[src/rtl/bitmap_frame_allocator_assert.svh]
// Assertion macros for the bitmap frame allocator.
// Expects clk and rst_n in the scope where the macros are used.
`ifndef BITMAP_FRAME_ALLOCATOR_ASSERT_SVH
`define BITMAP_FRAME_ALLOCATOR_ASSERT_SVH

// same-cycle implication
`define BFA_ASSERT_IMPL(lbl, ante, cons) \
    lbl: assert property (@(posedge clk) disable iff (!rst_n) (ante) |-> (cons)) \
        else $error("bitmap_frame_allocator assertion failed");

// next-cycle implication
`define BFA_ASSERT_NEXT(lbl, ante, cons) \
    lbl: assert property (@(posedge clk) disable iff (!rst_n) (ante) |=> (cons)) \
        else $error("bitmap_frame_allocator assertion failed");

`endif

[src/rtl/bfa_bitmap_ram.sv]
// Frame bitmap storage: one write port, one read port, registered read data.
// No dependencies.
module bfa_bitmap_ram #(
    parameter  int DEPTH  = 128,
    parameter  int WIDTH  = 32,
    localparam int ADDR_W = (DEPTH > 1) ? $clog2(DEPTH) : 1
) (
    input  logic              clk,
    input  logic              wr_en,
    input  logic [ADDR_W-1:0] wr_addr,
    input  logic [WIDTH-1:0]  wr_data,
    input  logic [ADDR_W-1:0] rd_addr,
    output logic [WIDTH-1:0]  rd_data
);

    logic [WIDTH-1:0] mem [DEPTH];
    logic [WIDTH-1:0] rd_data_reg;

    always_ff @(posedge clk)
    begin
        if (wr_en)
        begin
            mem[wr_addr] <= wr_data;
        end
        rd_data_reg <= mem[rd_addr];
    end

    assign rd_data = rd_data_reg;

endmodule

[config.mk]
export PLATFORM = sky130hd
export DESIGN_NAME = bfa_bitmap_ram
export DESIGN_NICKNAME = d
export VERILOG_FILES = /design/src/rtl/bitmap_frame_allocator_assert.svh /design/src/rtl/bfa_bitmap_ram.sv
export SDC_FILE = /design/constraint.sdc
export NUM_CORES = 2
export LEC_CHECK = 0
export CAP_MARGIN = 10
export CELL_PAD_IN_SITES_DETAIL_PLACEMENT = 1
export CELL_PAD_IN_SITES_GLOBAL_PLACEMENT = 1
export CORE_MARGIN = 10
export CORE_UTILIZATION = 55
export DETAILED_ROUTE_END_ITERATION = 6
export DONT_BUFFER_PORTS = 1
export GPL_ROUTABILITY_DRIVEN = 1
export HOLD_SLACK_MARGIN = 0.06
export MAX_ROUTING_LAYER = met4
export PLACE_DENSITY_LB_ADDON = 0.1
export SYNTH_ARGS = -nofsm -noshare
export SYNTH_HDL_FRONTEND = slang
export SYNTH_SLANG_ARGS = --single-unit
[constraint.sdc]
create_clock -name clk -period 4.67 [get_ports clk]
set_input_delay 0 -clock clk [delete_from_list [all_inputs] [get_ports clk]]
set_output_delay 0 -clock clk [all_outputs]
set_load 0.01 [all_outputs]
==> Yosys cells after proc, flatten, opt, wreduce, memory -nomap -nowiden <==
Memories as Yosys holds them, arrays and structs flattened. A register that Yosys moved wholly into a read port is not among the register bits.
Cells that the tools add are included.
{ "totals": {"register_bits": 0, "latchBits": 0, "mem_bits_rw": 4096, "mem_bits_ro": 0, "input_bits": 48, "out_inout_bits": 32, "wordCells": 3, "n_memories": 1} }
{ "memory_table": {"columns": ["memory", "words", "width", "read_ports", "rd_ports_with_merged_regs", "wr", "line", "text"], "rows": [
  ["mem", 128, 32, 1, 1, 1, "bfa_bitmap_ram.sv:16", "logic [WIDTH-1:0] mem [DEPTH];"]
]} }
{ "classes": {"add_sub_neg": 0, "n_mul": 0, "n_div": 0, "magnitude_cmp": 0, "eq_ne": 0, "shifts": 0, "muxes": 2, "n_bitwise": 0, "n_reduce_logical": 0} }
{ "op_table": {"columns": ["op", "count"], "rows": [
  ["1-bit 2-to-1 mux", 2]
]} }

==> Longest topological paths before layout <==
{ "depth": {"depth_word": 2, "mapped_depth": 8, "mapped_depth_nobuf": 4} }

==> Worst setup path before layout <==
Ideal clock, no wire load.
{ "synth_timing": {"path_kind": "input -> register", "start": "input wr_en", "end": "memory mem[98][0], enable pin", "setup_time_ps": 461, "arrival_time_ps": 2778, "t_required_ps": 4209, "setup_slack_ps": 1431, "cell_stages": 3, "path_buffers": 1, "path_cell_list": "clkbuf_1 nand4_1 nor3_1"} }
{ "synth_via": {"elab_chain_cells": 2} }
{ "synth_rtl": {"columns": ["item", "line", "text"], "rows": [
  ["start, declared", "bfa_bitmap_ram.sv:9", "input logic wr_en,"],
  ["1-bit 2-to-1 mux", "bfa_bitmap_ram.sv:21", "if (wr_en)"],
  ["1-bit 2-to-1 mux (not written as such)", "bfa_bitmap_ram.sv:23", "mem[wr_addr] <= wr_data;"],
  ["end, declared", "bfa_bitmap_ram.sv:16", null]
]} }
Every way passes these cells.

==> impl_metrics.toml <==
[outcome]
status = "finished clean"

[layout]
fin_nets = 6464
largest_register_ffs = 4096
fillers = 21472
drive_gt1_share_pct = 34.8
syn_to_final_growth_pct = 14.0

[synth]
synth.most_common_cell = "edfxtp_1"
synth_top_area_cell = "edfxtp_1"
synth_top_cell_area_share_pct = 78.7
netlist_area_um2 = 156000
synth_edf_count = 4096
synth_nets = 6038
avgSynthCellArea_um2 = 26.1
yosys_warnings = 0
ys_top_cells_by_count = "edfxtp_1, mux4_2, clkbuf_1"
ys_ff_latch = 4128
synth_ff_type = "edfxtp_1"
async_flop_share_pct = 0
netlist_top_cells_area = "edfxtp_1, mux4_2, clkbuf_1"
seq_area_frac_synth_pct = 79.1
netlist_instances = 5990
ys_types = 17

[sta]
fin_setup_tns_ps = 0
fin_crit_ps = 4490
drv_slew = 0
post-route-period-util_pct = 96.0
rsz0062_at_grt = "no"
relSlewSlack_pct = 21.4
tightest_slew_ps = 1180
setup_ws_ps = 185
final_hold_viol_count = 0
finClkSkew_ps = 53.1
setup_viol_count_final = 0
fmax_mhz = 223

[floorplanning]
core_um2 = 283000
row_count = 195
die_y_um = 553
dieArea_um2 = 306000
ioPinCount = 80
start_util_pct = 55.3
die_x_um = 553

[clocking]
clk_latency_ps = 960
numCtsBuffers = 415
cts_tree = "yes"
cts.htree.levels = 5
clockBufferDepth = 4
cts.root.buffer_cell = "clkbuf_16"
post_cts.repair.setup_buffers = 0
path_clk_slew_ps = 70
clkSinkCount = 4128

[place]
dp_hpwl_mm = 212
gp_congestion = 0.812
pre_cts_slack_ps = 1110
io_buffer_count = 0

[global_route]
overflow = 0
antenna_found_initial = 61
grtUsageTotal_pct = 28.4
grt_pass1_wl_mm = 592
grt_max_degree = 1025
grt_pass1_vias = 73375

[setup_path]
arrival_ps = 5330
cp.required_ps = 5520
critical_path_class = "primary input to flip-flop"
startpoint_type = "primary input"
path_max_fanout = 149
cp-end-kind = "flip-flop"

[route]
wl_per_cell_um = 40.3
drt_first_iter_violations = 11280
antenna_left = 0
routed_wirelength_mm = 425
firstDrtPassIters = 5
drc = 0
via_count = 71281
routed_via_density = 6.76

[pwr]
p_per_area_nw_per_um2 = 440
cellLeakagePower_nw = 54.6
irDropWorstVdd_v = 0.000376

[flow_run]
cap_violations = 0

[worst_hold_path]
holdCritPathClass = "primary input to flip-flop"
==> metal layers <==
layer | wire length (um) | global-route usage [%] | vias up
li1 | - | - | 27313
met1 | 167000 | 40.9 | 39327
met2 | 200000 | 42.0 | 4006
met3 | 43200 | 5.13 | 635
met4 | 15700 | 9.44 | 0
met5 | 0 | - | -
==> cells by family after synthesis <==
kind of cell / count (synthesis) / synth area share (%)
flops: 4128 / 79.1
simple gates: 170 / 0.446
buf+inv: 316 / 0.839
mux: 1376 / 19.6
==> layout make-up <==
class | count | area [um2] | area share (%)
diodes | 30 | 75.1 | 0.0422
flip-flops and latches | 4128 | 124000 | 69.4
clock inverters | 230 | 2340 | 1.32
repair buffers | 325 | 3880 | 2.18
well taps | 3743 | 4680 | 2.63
multi-input cells | 1546 | 32300 | 18.1
clock buffers | 542 | 11200 | 6.28
==> final timing paths <==
kind                     from          end  slack (ps)  cells past startpoint
setup reg to reg   mem[7][22]  rd_data[22]         690                      7
hold / removal     wr_addr[3]  mem[29][23]         120                      2
setup / recovery   rd_addr[2]  rd_data[19]         180                     10
hold reg to reg   mem[122][7]   rd_data[7]        1130                      4
==> power by group <==
group	internal (mW)	switching, mW	total, mW
Sequential	40.9	0.242	41.2
Clock	19.3	14.0	33.3
Combinational	1.56	2.34	3.90
==> cells in the final DEF, fill, tap and decap left out, types with 30 or more instances in the layout <==
cell	n
clkinv_1	82
dlygate4sd3_1	61
buf_16	46
dfxtp_1	32
nor2_4	119
clkinv_2	68
bufinv_16	44
diode_2	30
clkbuf_16	428
edfxtp_1	4096
buf_4	190
mux4_2	1344
clkbuf_1	106
mux2_2	32
==> per-stage QoR <==
| stage | std cells | power [mW] | utilization [%] | cell area (um2) | hold WS, ps |
|---|---|---|---|---|---|
| 2_1_floorplan | 5990 | 43.7 | - | 156000 | 98.9 |
| 3_3_place_gp | 9632 | 44.6 | 57.5 | 163000 | 112 |
| 3_5_place_dp | 9632 | 44.6 | 57.5 | 163000 | 114 |
| 4_1_cts | 10504 | 78.6 | 62.9 | 178000 | 61.6 |
| 5_1_grt | 10527 | 80.5 | 63.0 | 178000 | 102 |
| 6_report | 10544 | 78.4 | 63.0 | 178000 | 121 |
==> critical path, stage by stage <==
cell and delay (ps):
buf_16 480, buf_16 420, buf_16 520, buf_16 540, mux4_2 420, mux4_2 570
mux4_2 520, dlygate4sd3_1 600, mux2_2 280, dlygate4sd3_1 570
==> what timing repair did <==
| item | in CTS | in global routing |
|---|---|---|
| endpoints found under the setup margin | 0 | 11 |
| endpoints found under the hold margin | 4995 | 2 |
| hold buffers | 100 | 1 |
| gates resized for setup | 0 | 0 |
(Power assumes the default switching activity.)
